### config.mk
export PLATFORM = sky130hd
export DESIGN_NAME = scheduled_solar_valve_pump_control
export DESIGN_NICKNAME = d
export VERILOG_FILES = /design/src/rtl/ssvpc_pkg.sv /design/src/rtl/scheduled_solar_valve_pump_control.sv
export SDC_FILE = /design/constraint.sdc
export NUM_CORES = 1
export LEC_CHECK = 0
export ABC_AREA = 1
export BUFFER_PORTS_ARGS = -buffer_cell sky130_fd_sc_hd__buf_2
export CAP_MARGIN = 10
export CELL_PAD_IN_SITES_DETAIL_PLACEMENT = 1
export CELL_PAD_IN_SITES_GLOBAL_PLACEMENT = 2
export CORE_AREA = 2 2 238 193
export DETAILED_ROUTE_END_ITERATION = 8
export DIE_AREA = 0 0 240 195
export HOLD_SLACK_MARGIN = 0.06
export PLACE_DENSITY_LB_ADDON = 0.25
export SYNTH_ARGS = -nofsm -noshare
export SYNTH_HDL_FRONTEND = slang
export SYNTH_SLANG_ARGS = --single-unit
### constraint.sdc
create_clock -name aclk -period 3.8 [get_ports aclk]
set_input_delay 0.95 -clock aclk [delete_from_list [all_inputs] [get_ports aclk]]
set_output_delay 0.95 -clock aclk [all_outputs]
set_load 0.05 [all_outputs]
### src/rtl/ssvpc_pkg.sv
`timescale 1ns / 1ps
// ----------------------------------------------------------------------------
// ssvpc_pkg
// Shared types and constants of the scheduled solar valve and pump controller.
// ----------------------------------------------------------------------------
package ssvpc_pkg;

    // Commands carried in the input tuser field.
    localparam logic [1:0] CMD_TICK        = 2'd0;
    localparam logic [1:0] CMD_SET_AUTO    = 2'd1;
    localparam logic [1:0] CMD_SET_PUMP    = 2'd2;
    localparam logic [1:0] CMD_SET_SOLAR   = 2'd3;

    // Register indexes of the configuration port.
    localparam logic [2:0] REG_WIN_START   = 3'd0;
    localparam logic [2:0] REG_WIN_END     = 3'd1;
    localparam logic [2:0] REG_DAY_MASK    = 3'd2;
    localparam logic [2:0] REG_TARGET      = 3'd3;
    localparam logic [2:0] REG_THRESHOLD   = 3'd4;
    localparam logic [2:0] REG_MOVE_TIME   = 3'd5;
    localparam logic [2:0] REG_DISCH_TIME  = 3'd6;

    localparam int MINUTE_W  = 11;
    localparam int TEMP_W    = 12;
    localparam int DUR_W     = 24;
    localparam int MASK_W    = 7;

    // Weekday codes.
    localparam logic [2:0] DAY_SUNDAY      = 3'd0;
    localparam logic [2:0] DAY_SATURDAY    = 3'd6;

    // One decoded input word.
    typedef struct packed {
        logic [1:0]               command;
        logic                     switch_value;
        logic [31:0]              now_ms;
        logic [MINUTE_W-1:0]      minute_of_day;
        logic [2:0]               weekday;
        logic                     clock_valid;
        logic signed [TEMP_W-1:0] water_temp;
        logic signed [TEMP_W-1:0] solar_temp;
    } item_t;

    // One result word.
    typedef struct packed {
        logic auto_in_command;
        logic discharging;
        logic valves_locked;
        logic valves_solar;
        logic pump_on;
    } result_t;

endpackage

### src/rtl/scheduled_solar_valve_pump_control.sv
`timescale 1ns / 1ps
// ----------------------------------------------------------------------------
// scheduled_solar_valve_pump_control
// Pump and solar valve controller with a weekly auto window and timed coil
// discharge, driven by tick and switch command words.
// ----------------------------------------------------------------------------
// Each input word is taken into an input register, evaluated against the
// controller state in one pass of short logic, and its result word is held
// in an output register. The block accepts one word in every clock cycle
// while the result stream does not hold it back. Each word passes the two
// stages in order, the input register and then the output register, and
// the state update of one word is complete before the next word is
// evaluated. The configuration registers sit on an APB-style port at byte
// address 4*index; the user must write them only while no word is in
// flight, and the block itself does not enforce this.
// ----------------------------------------------------------------------------
module scheduled_solar_valve_pump_control
    import ssvpc_pkg::*;
#(
    parameter int TIME_WIDTH = 32
) (
    input  logic        aclk,
    input  logic        aresetn,

    // Input stream.
    input  logic        s_tvalid,
    output logic        s_tready,
    // tdata fields from bit 0 up: switch_value[0], now_ms[32:1],
    // minute_of_day[43:33], weekday[46:44], clock_valid[47],
    // water_temp[59:48], solar_temp[71:60].
    input  logic [71:0] s_tdata,
    // tuser fields from bit 0 up: command[1:0].
    input  logic [1:0]  s_tuser,

    // Result stream.
    output logic        m_tvalid,
    input  logic        m_tready,
    // tdata fields from bit 0 up: pump_on[0], valves_solar[1],
    // valves_locked[2], discharging[3], auto_in_command[4], zero[7:5].
    output logic [7:0]  m_tdata,

    // Configuration port.
    input  logic        psel,
    input  logic        penable,
    input  logic        pwrite,
    input  logic [4:0]  paddr,
    input  logic [31:0] pwdata,
    output logic [31:0] prdata,
    output logic        pready
);

    // ------------------------------------------------------------------
    // Configuration registers.
    // ------------------------------------------------------------------
    logic [MINUTE_W-1:0]      win_start_reg;
    logic [MINUTE_W-1:0]      win_end_reg;
    logic [MASK_W-1:0]        day_mask_reg;
    logic signed [TEMP_W-1:0] target_reg;
    logic signed [TEMP_W-1:0] threshold_reg;
    logic [DUR_W-1:0]         move_time_reg;
    logic [DUR_W-1:0]         disch_time_reg;

    logic       cfg_write;
    logic [2:0] cfg_index;

    assign pready    = 1'b1;
    assign cfg_index = paddr[4:2];
    assign cfg_write = psel && penable && pwrite && pready;

    always_ff @(posedge aclk) begin
        if (!aresetn) begin
            win_start_reg  <= '0;
            win_end_reg    <= '0;
            day_mask_reg   <= '0;
            target_reg     <= 12'sd380;
            threshold_reg  <= 12'sd450;
            move_time_reg  <= 24'd30000;
            disch_time_reg <= 24'd300000;
        end else if (cfg_write) begin
            unique case (cfg_index)
                REG_WIN_START:  win_start_reg  <= pwdata[MINUTE_W-1:0];
                REG_WIN_END:    win_end_reg    <= pwdata[MINUTE_W-1:0];
                REG_DAY_MASK:   day_mask_reg   <= pwdata[MASK_W-1:0];
                REG_TARGET:     target_reg     <= pwdata[TEMP_W-1:0];
                REG_THRESHOLD:  threshold_reg  <= pwdata[TEMP_W-1:0];
                REG_MOVE_TIME:  move_time_reg  <= pwdata[DUR_W-1:0];
                REG_DISCH_TIME: disch_time_reg <= pwdata[DUR_W-1:0];
                default: ;
            endcase
        end
    end

    // Read back the raw register bits, zero extended.
    always_comb begin
        prdata = '0;
        unique case (cfg_index)
            REG_WIN_START:  prdata = {21'd0, win_start_reg};
            REG_WIN_END:    prdata = {21'd0, win_end_reg};
            REG_DAY_MASK:   prdata = {25'd0, day_mask_reg};
            REG_TARGET:     prdata = {20'd0, target_reg};
            REG_THRESHOLD:  prdata = {20'd0, threshold_reg};
            REG_MOVE_TIME:  prdata = {8'd0, move_time_reg};
            REG_DISCH_TIME: prdata = {8'd0, disch_time_reg};
            default:        prdata = '0;
        endcase
    end

    // ------------------------------------------------------------------
    // Handshake: input register feeding the output register.
    // ------------------------------------------------------------------
    logic  in_valid_reg;
    item_t in_item_reg;
    logic  out_valid_reg;
    logic  out_free;
    logic  advance;

    assign out_free = !out_valid_reg || m_tready;
    assign advance  = in_valid_reg && out_free;
    assign s_tready = !in_valid_reg || out_free;

    always_ff @(posedge aclk) begin
        if (!aresetn) begin
            in_valid_reg <= 1'b0;
        end else if (s_tready) begin
            in_valid_reg <= s_tvalid;
        end
    end

    always_ff @(posedge aclk) begin
        if (s_tready && s_tvalid) begin
            in_item_reg.command       <= s_tuser;
            in_item_reg.switch_value  <= s_tdata[0];
            in_item_reg.now_ms        <= s_tdata[32:1];
            in_item_reg.minute_of_day <= s_tdata[43:33];
            in_item_reg.weekday       <= s_tdata[46:44];
            in_item_reg.clock_valid   <= s_tdata[47];
            in_item_reg.water_temp    <= s_tdata[59:48];
            in_item_reg.solar_temp    <= s_tdata[71:60];
        end
    end

    // ------------------------------------------------------------------
    // Controller state.
    // ------------------------------------------------------------------
    logic                  auto_en_reg,   auto_en_next;
    logic                  man_pump_reg,  man_pump_next;
    logic                  force_reg,     force_next;
    logic                  valve_reg,     valve_next;
    logic                  lock_reg,      lock_next;
    logic [TIME_WIDTH-1:0] lock_dl_reg,   lock_dl_next;
    logic                  disch_reg,     disch_next;
    logic [TIME_WIDTH-1:0] disch_dl_reg,  disch_dl_next;
    logic                  pump_reg,      pump_next;

    // ------------------------------------------------------------------
    // Schedule window.
    // ------------------------------------------------------------------
    logic       window_active;
    logic       early;
    logic [2:0] prev_day;
    logic [2:0] check_day;
    logic [7:0] mask_ext;
    logic       day_ok;

    assign mask_ext  = {1'b0, day_mask_reg};
    assign early     = in_item_reg.minute_of_day < win_end_reg;
    assign prev_day  = (in_item_reg.weekday == DAY_SUNDAY) ? DAY_SATURDAY
                                                           : in_item_reg.weekday - 3'd1;

    always_comb begin
        window_active = 1'b0;
        check_day     = in_item_reg.weekday;
        if (win_start_reg > win_end_reg && early) begin
            check_day = prev_day;
        end
        day_ok = mask_ext[check_day];
        if (in_item_reg.clock_valid && in_item_reg.weekday <= DAY_SATURDAY) begin
            if (win_start_reg <= win_end_reg) begin
                window_active = day_ok
                             && in_item_reg.minute_of_day >= win_start_reg
                             && in_item_reg.minute_of_day < win_end_reg;
            end else begin
                // The window wraps past midnight: the early part belongs to
                // the day before.
                window_active = day_ok
                             && (early || in_item_reg.minute_of_day >= win_start_reg);
            end
        end
    end

    // ------------------------------------------------------------------
    // Per-word evaluation.
    // ------------------------------------------------------------------
    logic [TIME_WIDTH-1:0] now_w;
    logic [TIME_WIDTH-1:0] lock_dl_new;
    logic [TIME_WIDTH-1:0] disch_dl_new;
    logic                  auto_now;
    logic                  lock_kept;
    logic                  do_drive;
    logic                  want_solar;
    result_t               result;

    assign now_w        = TIME_WIDTH'(in_item_reg.now_ms);
    assign lock_dl_new  = now_w + TIME_WIDTH'(move_time_reg);
    assign disch_dl_new = now_w + TIME_WIDTH'(disch_time_reg);
    assign auto_now     = auto_en_reg && window_active;

    always_comb begin
        auto_en_next  = auto_en_reg;
        man_pump_next = man_pump_reg;
        force_next    = force_reg;
        pump_next     = pump_reg;
        disch_next    = disch_reg;
        disch_dl_next = disch_dl_reg;
        lock_kept     = lock_reg;
        do_drive      = 1'b0;
        want_solar    = 1'b0;

        unique case (in_item_reg.command)
            CMD_TICK: begin
                // The lock is released only once its deadline has passed.
                lock_kept = lock_reg && !(now_w > lock_dl_reg);
                pump_next = man_pump_reg || auto_now;
                if (!lock_kept) begin
                    if (auto_now) begin
                        priority if (in_item_reg.water_temp >= target_reg) begin
                            disch_next = 1'b0;
                            do_drive   = 1'b1;
                        end else if (disch_reg) begin
                            // A running discharge holds the valves until it ends.
                            if (now_w >= disch_dl_reg) begin
                                disch_next = 1'b0;
                                do_drive   = 1'b1;
                            end
                        end else if (in_item_reg.solar_temp > threshold_reg) begin
                            disch_next    = 1'b1;
                            disch_dl_next = disch_dl_new;
                            do_drive      = 1'b1;
                            want_solar    = 1'b1;
                        end else begin
                            do_drive = 1'b1;
                        end
                    end else begin
                        do_drive   = 1'b1;
                        want_solar = force_reg;
                    end
                end
            end
            CMD_SET_AUTO: begin
                auto_en_next = in_item_reg.switch_value;
            end
            CMD_SET_PUMP: begin
                man_pump_next = in_item_reg.switch_value;
            end
            CMD_SET_SOLAR: begin
                // The selector takes effect at once, lock or no lock, unless
                // auto is in command.
                force_next = in_item_reg.switch_value;
                if (!auto_now) begin
                    do_drive   = 1'b1;
                    want_solar = in_item_reg.switch_value;
                end
            end
            default: ;
        endcase

        valve_next   = valve_reg;
        lock_next    = lock_kept;
        lock_dl_next = lock_dl_reg;
        if (do_drive) begin
            valve_next = want_solar;
            if (want_solar != valve_reg) begin
                lock_next    = 1'b1;
                lock_dl_next = lock_dl_new;
            end
        end

        result.pump_on         = pump_next;
        result.valves_solar    = valve_next;
        result.valves_locked   = lock_next;
        result.discharging     = disch_next;
        result.auto_in_command = auto_en_next && window_active;
    end

    always_ff @(posedge aclk) begin
        if (!aresetn) begin
            auto_en_reg  <= 1'b0;
            man_pump_reg <= 1'b0;
            force_reg    <= 1'b0;
            valve_reg    <= 1'b0;
            lock_reg     <= 1'b0;
            lock_dl_reg  <= '0;
            disch_reg    <= 1'b0;
            disch_dl_reg <= '0;
            pump_reg     <= 1'b0;
        end else if (advance) begin
            auto_en_reg  <= auto_en_next;
            man_pump_reg <= man_pump_next;
            force_reg    <= force_next;
            valve_reg    <= valve_next;
            lock_reg     <= lock_next;
            lock_dl_reg  <= lock_dl_next;
            disch_reg    <= disch_next;
            disch_dl_reg <= disch_dl_next;
            pump_reg     <= pump_next;
        end
    end

    // ------------------------------------------------------------------
    // Output register.
    // ------------------------------------------------------------------
    result_t out_word_reg;

    always_ff @(posedge aclk) begin
        if (!aresetn) begin
            out_valid_reg <= 1'b0;
        end else if (out_free) begin
            out_valid_reg <= in_valid_reg;
        end
    end

    always_ff @(posedge aclk) begin
        if (advance) begin
            out_word_reg <= result;
        end
    end

    assign m_tvalid = out_valid_reg;
    assign m_tdata  = {3'b000, out_word_reg};

endmodule
# Yosys cells after proc, flatten, opt, wreduce, memory -nomap -nowiden
# Index checks and enable logic that the tools add are counted.
# Widths: inputs -> output; s select.
dict set report word_totals {
  register_bits 253
  in_bits 118
  out_inout_bits 43
  word_cells 123
}
dict set report classes {
  addsub 3
  magnitude_cmp 10
  eq_ne 10
  mux 33
  bitwise 3
  n_reduce_logical 33
}
# cell n
set op_table {}
lappend op_table {{$pmux 24 s7} 1}
lappend op_table {{$add 32x24->32} 2}
lappend op_table {{$ge 32x32->1} 1}
lappend op_table {{$gt 32x32->1} 1}
lappend op_table {{$mux 1} 27}
lappend op_table {{$reduce_and 2->1} 9}
lappend op_table {{$ge 12x12->1} 1}
lappend op_table {{$gt 12x12->1} 1}
lappend op_table {{$logic_and 1x1->1} 12}
lappend op_table {{$ge 11x11->1} 1}
lappend op_table {{$gt 11x11->1} 1}
lappend op_table {{$le 11x11->1} 1}
lappend op_table {{$lt 11x11->1} 1}
lappend op_table {{$eq 3x3->1 const B} 3}
lappend op_table {{$reduce_and 7->1} 1}
lappend op_table {{$eq 3x2->1 const B} 2}
lappend op_table {{$logic_not 3->1} 2}
lappend op_table {{$mux 3} 2}
lappend op_table {{$eq 2x2->1 const B} 2}
lappend op_table {{$logic_or 1x1->1} 4}
lappend op_table {{$lt 3x4->1 const B} 1}
lappend op_table {{$pmux 1 s2} 2}
lappend op_table {{$bmux 1 s3} 1}
lappend op_table {{$eq 3x1->1 const B} 1}
lappend op_table {{8 further kinds} 12}

# Depth between registers and ports, before layout
# Gate-level depths: netlist (run 1).
dict set report logic_depth {
  ltp_word 16
  mapped_depth 29
  depth_no_buf 27
}

# Worst setup path after synthesis (run 1)
# No wires, ideal clock.
dict set report synth_timing {
  kind {input-to-reg}
  from {input port m_tready}
  to {register in_item_reg[0] (netlist name), enable pin}
  setup_time_ns 0.428
  arrival_time_ns 2.986
  t_required_ns 3.372
  setup_slack_ns 0.387
  path_stages 4
  path_buffers 0
  path_cell_list {inv_1 -> nand3_1 -> nand2_1 -> inv_1}
}
dict set report synth_via {
  elab_chain_len 3
}
# element line_no
set synth_lines {}
lappend synth_lines {{start, declared} scheduled_solar_valve_pump_control.sv:37} ;# input logic m_tready,
lappend synth_lines {{$logic_or 1x1->1} scheduled_solar_valve_pump_control.sv:117} ;# assign out_free = !out_valid_reg || m_tready;
lappend synth_lines {{$logic_or 1x1->1} scheduled_solar_valve_pump_control.sv:119} ;# assign s_tready = !in_valid_reg || out_free;
lappend synth_lines {{named net s_tready} scheduled_solar_valve_pump_control.sv:27} ;# output logic s_tready,
lappend synth_lines {{$logic_and 1x1->1} scheduled_solar_valve_pump_control.sv:130} ;# if (s_tready && s_tvalid) begin
lappend synth_lines {{end, declared} scheduled_solar_valve_pump_control.sv:112} ;# item_t in_item_reg;
# The timed path passes the listed nets, and every way through them passes these cells.
# A chain may end at the register's enable or synchronous reset.

# Worst setup path after layout (run 1)
dict set report layout_timing {
  from {register in_item_reg (netlist bit now_w[0])}
  to {register disch_dl_reg[22]}
}
dict set report layout_via {
  elab_chain_len 5
  word_cells_on_any_way 6
  classes_between {1 x add/sub; 1 x order compare; 1 x bitwise; 3 x reduce/logical}
}
# element line_no
set layout_lines {}
lappend layout_lines {{$gt 32x32->1} scheduled_solar_valve_pump_control.sv:222} ;# lock_kept = lock_reg && !(now_w > lock_dl_reg);
lappend layout_lines {{$logic_not 1->1} scheduled_solar_valve_pump_control.sv:222}
lappend layout_lines {{$logic_and 1x1->1} scheduled_solar_valve_pump_control.sv:222}
lappend layout_lines {{$not 1->1 (no source line)} n/a}
lappend layout_lines {{$reduce_and 7->1 (no source line)} n/a}
lappend layout_lines {{end signal, assigned} scheduled_solar_valve_pump_control.sv:304} ;# disch_dl_reg <= disch_dl_next;
lappend layout_lines {{end, declared} scheduled_solar_valve_pump_control.sv:152} ;# logic [TIME_WIDTH-1:0] disch_dl_reg, disch_dl_next;
# Several ways; a longest one is shown, not always the timed one.

==> results of run 1 <==
-- metal layers --
layer / global-route usage [%] / wire [µm] / vias to the layer above / share of wire (%)
met3: 2.81 / 2140 / 44 / 4.1
met1: 34.1 / 27100 / 6779 / 52
met4: 3.24 / 699 / 0 / 1.3
met5: 0 / 0 / - / 0
li1: - / - / 6884 / -
met2: 34.1 / 22200 / 242 / 43
-- power groups by stage --
stage          logic (µW)  registers (µW)  clock network [µW]
3_3_place_gp          952            2990                   0
4_1_cts               986            2940                2930
6_report              982            2940                2840
3_5_place_dp          977            3000                   0
2_1_floorplan         635            2980                   0
5_1_grt              1100            2940                3030
-- logic make-up (layout without fill, tap and decap cells) --
group | after synthesis | after routing | synth area share (%)
fa+ha+maj | 177 | 177 | 14.5
mux | 1 | 1 | 0.0652
xor+xnor | 55 | 55 | 3.14
compound gates | 470 | 470 | 17.3
flops | 253 | 253 | 38.1
buf+inv | 310 | 477 | 8.26
other cells | 2 | 12 | 0.0489
simple gates | 669 | 669 | 18.6
-- metrics by stage --
step / util (%) / hold WS [ns]
2_1_floorplan: - / 0.430
3_3_place_gp: 38.3 / 0.447
3_5_place_dp: 38.3 / 0.456
4_1_cts: 40.5 / 0.464
5_1_grt: 40.5 / 0.487
6_report: 40.5 / 0.462
-- path summary, 6_finish.rpt --
check | startpoint | endpoint | slack (ns) | cells past startpoint
setup / recovery | now_w[0] | disch_dl_reg[22] | 0.26 | 18
hold / removal | disch_dl_reg[6] | disch_dl_reg[6] | 0.46 | 2
setup reg to reg | now_w[0] | disch_dl_reg[22] | 0.26 | 18
hold reg to reg | disch_dl_reg[6] | disch_dl_reg[6] | 0.46 | 2
-- critical path, cell delays in order, from the launching register on --
cell and delay (ns):
edfxtp_1 0.43, ha_1 0.22, inv_1 0.06, fa_1 0.41, o21ai_0 0.24, buf_4 0.16
a21oi_1 0.09, o21ai_0 0.27, nand2_1 0.08, nand2_1 0.08, nand2_1 0.07, nand2_1 0.14
nand2_1 0.07, nand2_1 0.11, a21boi_0 0.20, o21ai_0 0.40, a31oi_1 0.17, xor2_1 0.17
a21oi_1 0.12
-- cell type report --
cell class | count | share of cell area [%]
Tap cell | 603 | 4.21
Multi-Input combinational cell | 1384 | 46.3
Sequential cell | 253 | 32.7
Clock inverter | 15 | 0.685
Timing Repair Buffer | 181 | 6.40
Inverter | 238 | 5.00
Clock buffer | 43 | 4.64
-- cells in the final DEF, fill, tap and decap left out, types with 8 or more instances in the layout --
| cell type | n |
|---|---|
| nand2_1 | 317 |
| o21ai_0 | 148 |
| nand2_2 | 9 |
| clkinv_2 | 9 |
| o2111ai_1 | 10 |
| nand3_2 | 11 |
| buf_4 | 36 |
| xor2_1 | 30 |
| edfxtp_1 | 79 |
| o22ai_1 | 9 |
| nand4_1 | 17 |
| a22o_1 | 13 |
| inv_1 | 230 |
| conb_1 | 12 |
| dfxtp_1 | 174 |
| nor2_1 | 188 |
| a221oi_1 | 10 |
| a21oi_1 | 216 |
| o211ai_1 | 9 |
| xnor2_1 | 25 |
| buf_2 | 135 |
| nand3_1 | 90 |
| nor3_1 | 19 |
| a211oi_1 | 9 |
| buf_12 | 10 |
| clkbuf_16 | 31 |
| ha_1 | 175 |
| clkbuf_1 | 11 |
| o221ai_1 | 8 |
-- repair_timing --
action	in CTS	in global routing
gates resized for setup	0	3
endpoints found under the setup margin	0	7
hold endpoints to repair	0	0
==> metrics, run 1 <==
# fillers about 5.4k; post-layout min period around 3.5 ns; Synth warnings 0; IO Pins ~160; Slew Viols, Final 0; Row Count 69; total grt overflow 0; Sequential cell area between 5000 and 6000 µm²; data arrival time of the critical path ~4.1 ns; Clk pwr share between 40% and 50%; Area contributors post-synth dfxtp_1, edfxtp_1, ha_1, nand2_1, a21oi_1; main flop type after synthesis dfxtp_1; H-tree depth 1; Distinct cells, synth 50; clk slew on worst S/H paths roughly 0.06 ns; DRC violations left 0; Setup WS post-layout 0.262 ns; crit-path max FO 3; Final #Nets about 2.4k; layout cell share with drive strength beyond 1 12.5%; Hold Violations, Final 0; IO Port Bufs about 140; sw power just under 2000 µW; initial antenna violation count 1; vias per cell 5.13; Seq/Total Area, Yosys a little under two fifths; multi-input logic area 8300 µm²; Post-synth top cells nand2_1, inv_1, a21oi_1, nor2_1, ha_1; RSZ-0062 raised after global routing no; Worst EP required 4.33 ns; top cell type's share of synthesized area between 20% and 30%; Setup violations, final 0; WS Path Type flip-flop to flip-flop; most common cell in the netlist nand2_1; worst skew pair latency 0.60 ns; CTS buffer count 31; HPWL Detailed approximately 40 mm; die height approximately 200 µm; run status finished, final reports clean; Pwr Density about 380 nW/µm²; antenna fix cells 0; Die Area approximately 47000 µm²; FMAX 283 MHz; largest net degree at the start of global routing 158; worst vdd rail ir drop about 0.38 mV; Placer Congestion ~0.85; Clock Path Buffers 3; Initial Util 34.8%; ANT nets after route 0; clock tree skew after final layout just under 0.03 ns; Initial DRT Pass Iterations 5; Placed Area roughly 17000 µm²; LEAKAGE around 0.008 µW; Chip Width roughly 240 µm; cells after synthesis between 1.5k and 2k; Final Instance Count excl. Fillers around 2.7k; pre-CTS WS 0.290 ns; cts hold-fix bufs 0; 1st-iter DRT viols between 800 and 900; Final TNS setup 0 ns; Hold Crit Class flip-flop to flip-flop; number of global-route vias before repair about 14k; Core Area between 40000 and 50000 µm²; number of flip-flops under the largest register name 42; final total power between 6000 and 7000 µW; Post-CTS Setup Bufs 0; fin area between 15000 and 20000 µm²; Max-Slew Margin vs Limit 21.0%; FFs w/ async S/R, synth 0%; Internal Pwr Total roughly 4800 µW; Post-Syn Area between 15000 and 20000 µm²; dpl cells ~2.7k; critical path launch point type flip-flop; Worst-Margin Slew around 1.2 ns; Root Buffer clkbuf_16; clk sinks roughly 250; Max-Cap Viols 0; Post-synth EDFFs 79; routed via count 13.9k; area delta synth->final 16.5%; wire length of the first global-routing pass around 82 mm; routed len/inst 19.2 µm; post-synth top area cell dfxtp_1; crit end category flip-flop; Flop pwr share 43.5%; Post-Route WL between 50 and 60 mm; Tcrit/Tclk final between 90% and 100%; Synth Area per Inst ~7.9 µm²; switch share about 29%; CTS tree yes; Comb pwr share between 10% and 20%; FF+latch count, synth 253; GRT Util Overall 22.4%
No activity file was read; power rests on OpenSTA's default activity.
==> inputs of run 2 (changes only) <==
--- a/config.mk
+++ b/config.mk
@@ -10,9 +10,9 @@
 export CAP_MARGIN = 10
 export CELL_PAD_IN_SITES_DETAIL_PLACEMENT = 1
 export CELL_PAD_IN_SITES_GLOBAL_PLACEMENT = 2
-export CORE_AREA = 2 2 238 193
+export CORE_AREA = 2 2 181 253
 export DETAILED_ROUTE_END_ITERATION = 8
-export DIE_AREA = 0 0 240 195
+export DIE_AREA = 0 0 183 255
 export HOLD_SLACK_MARGIN = 0.06
 export PLACE_DENSITY_LB_ADDON = 0.25
 export SYNTH_ARGS = -nofsm -noshare
==> run 2 against run 1 <==
Effect of this change:
- design area grew 0.30%
- register-to-register slack gained 0.06 ns
- first-iteration DRC count shrank 41%
- critical endpoint is now prdata[6]
- largest cell class unchanged
==> metrics, run 2 (synthesis gave the netlist of run 1 again) <==
crit-path max FO 9; data arrival time of the critical path 2.59 ns; layout cell share with drive strength beyond 1 12.9%; ANT nets after route 0; worst vdd rail ir drop ~0.40 mV; WS Path Type input port to output pin; CP bufs+invs 4; Post-Route WL ~53 mm; Die Area 46700 µm²; Placer Congestion between 0.8 and 0.9; Cell Chain, Critical Path buf_2 -> inv_1 -> nor3_1 -> clkinv_1 -> o22ai_1 -> a221oi_1 -> o2111ai_1 -> buf_2; Root Buffer clkbuf_16; Hold Crit Class flip-flop to flip-flop; Row Count between 90 and 100; Final #Nets between 2k and 2.5k; Worst EP required ~2.9 ns; reg2reg end disch_dl_reg[20]; total grt overflow 0; dpl cells approximately 2.6k; area delta synth->final 16.9%; Pwr Density 391 nW/µm²; Tcrit/Tclk final approximately 93%; HPWL Detailed 41.5 mm; GRT Util Overall 22.7%; Initial DRT Pass Iterations 5; Slew Viols, Final 0; Worst-Margin Slew ~1.2 ns; Core Area 44700 µm²; number of global-route vias before repair roughly 15k; most frequent cells in the layout nand2_1, inv_1, a21oi_1; # fillers approximately 5.5k; clk sinks 253; Hold Path Origin disch_dl_reg[14]; hold depth 2; Setup violations, final 0; critical register-to-register path startpoint now_w[1]; FMAX about 280 MHz; crit end category output pin; Min-Delay Endpoint disch_dl_reg[14]; Max-Slew Margin vs Limit roughly 22%; CTS tree yes; critical path launch point type input port; Hold Violations, Final 0; antenna fix cells 0; IO Port Bufs 138; run status finished, final reports clean; Chip Width about 180 µm; R2R cell count 17; CTS buffer count 30; DRC violations left 0; clk slew on worst S/H paths 0.06 ns; IO Pins about 160; commonest non-fill, non-tap cell in the layout nand2_1; initial antenna violation count 0; register-to-register setup slack around 0.32 ns; CP max stage cell clkinv_1; LEAKAGE between 0.007 and 0.008 µW; delay of the slowest critical-path stage between 0.3 and 0.4 ns; number of flip-flops under the largest register name between 40 and 50; vias per cell 5.15; cts hold-fix bufs 0; H-tree depth 1; Final TNS setup 0 ns; routed len/inst approximately 20 µm; clock tree skew after final layout 0.00849 ns; Clock Path Buffers 3; cell mode on critical path buf_2; die height approximately 260 µm; RSZ-0062 raised after global routing no; Initial Util 34.4%; utilization after layout a little over 40%; wire length of the first global-routing pass 81.6 mm; CP delay by family, top buffers and inverters; 1st-iter DRT viols around 510; post-layout min period ~3.5 ns; Final Instance Count excl. Fillers 2681; Max-Cap Viols 0; routed via count approximately 14k; worst skew pair latency about 0.58 ns; largest net degree at the start of global routing 158
-- run 2: cell count changes in the layout (fill, tap and decap cells not counted), sizes merged --
cell / previous run / this run
buf: 181 / 186
clkbuf: 43 / 38
clkinv: 17 / 12
clkinvlp: 1 / 6
bufinv: 1 / 4
-- run 2: worst max-delay path by stage --
| stage | from | endpoint | slack (ns) | depth (start not counted) |
|---|---|---|---|---|
| 2_1_floorplan | m_tready | in_item_reg[0] | 0.39 | 4 |
| 3_3_place_gp | now_w[1] | disch_dl_reg[22] | 0.15 | 16 |
| 3_5_place_dp | now_w[1] | disch_dl_reg[22] | 0.09 | 16 |
| 4_1_cts | now_w[1] | disch_dl_reg[22] | 0.04 | 16 |
| 5_1_grt | now_w[1] | disch_dl_reg[20] | 0.03 | 17 |
| 6_report | paddr[2] | prdata[6] | 0.26 | 8 |
-- run 2: metal layers --
| metal | track usage [%] | vias up | routed length (µm) |
|---|---|---|---|
| li1 | - | 6882 | - |
| met1 | 24.1 | 6585 | 20700 |
| met2 | 43.6 | 229 | 27700 |
| met3 | 2.32 | 103 | 1420 |
| met4 | 12.5 | 0 | 3200 |
| met5 | 0 | - | 0 |
-- run 2: tightest hold or removal path, cell delays in order (launching register included) --
cell and delay (ns):
dfxtp_1 0.30, inv_1 0.06, a21oi_1 0.05
-- run 2: stage by stage --
stage	area [µm²]	hold slack (ns)	setup WS, ns	power, µW
final	18000	0.458	0.256	7020
after global routing	18000	0.491	0.0255	7330
after CTS	17900	0.461	0.0382	7120
after detailed placement	16900	0.451	0.0869	3980
after global placement	16900	0.444	0.149	3950
after floorplan	15400	0.430	0.387	3610
-- run 2: timing repair --
| item | CTS | global route |
|---|---|---|
| endpoints found under the setup margin | 0 | 38 |
| buffers inserted | 0 | 3 |
| hold endpoints to repair | 0 | 0 |
| resized for setup | 0 | 7 |
-- run 2: area by class of cell --
cell class | instances | area [µm²] | share of cell area [%]
clock buffer | 38 | 843 | 4.70
clock inverter | 18 | 209 | 1.16
inverter | 238 | 895 | 4.98
multi-input combinational | 1384 | 8310 | 46.3
sequential | 253 | 5860 | 32.6
tap | 564 | 706 | 3.93
timing repair buffer | 186 | 1140 | 6.36
-- run 2: report_power, final --
part | total (µW) | switching, µW | internal [µW]
logic | 978 | 645 | 333
registers | 2940 | 74.6 | 2870
clock network | 3100 | 1260 | 1840
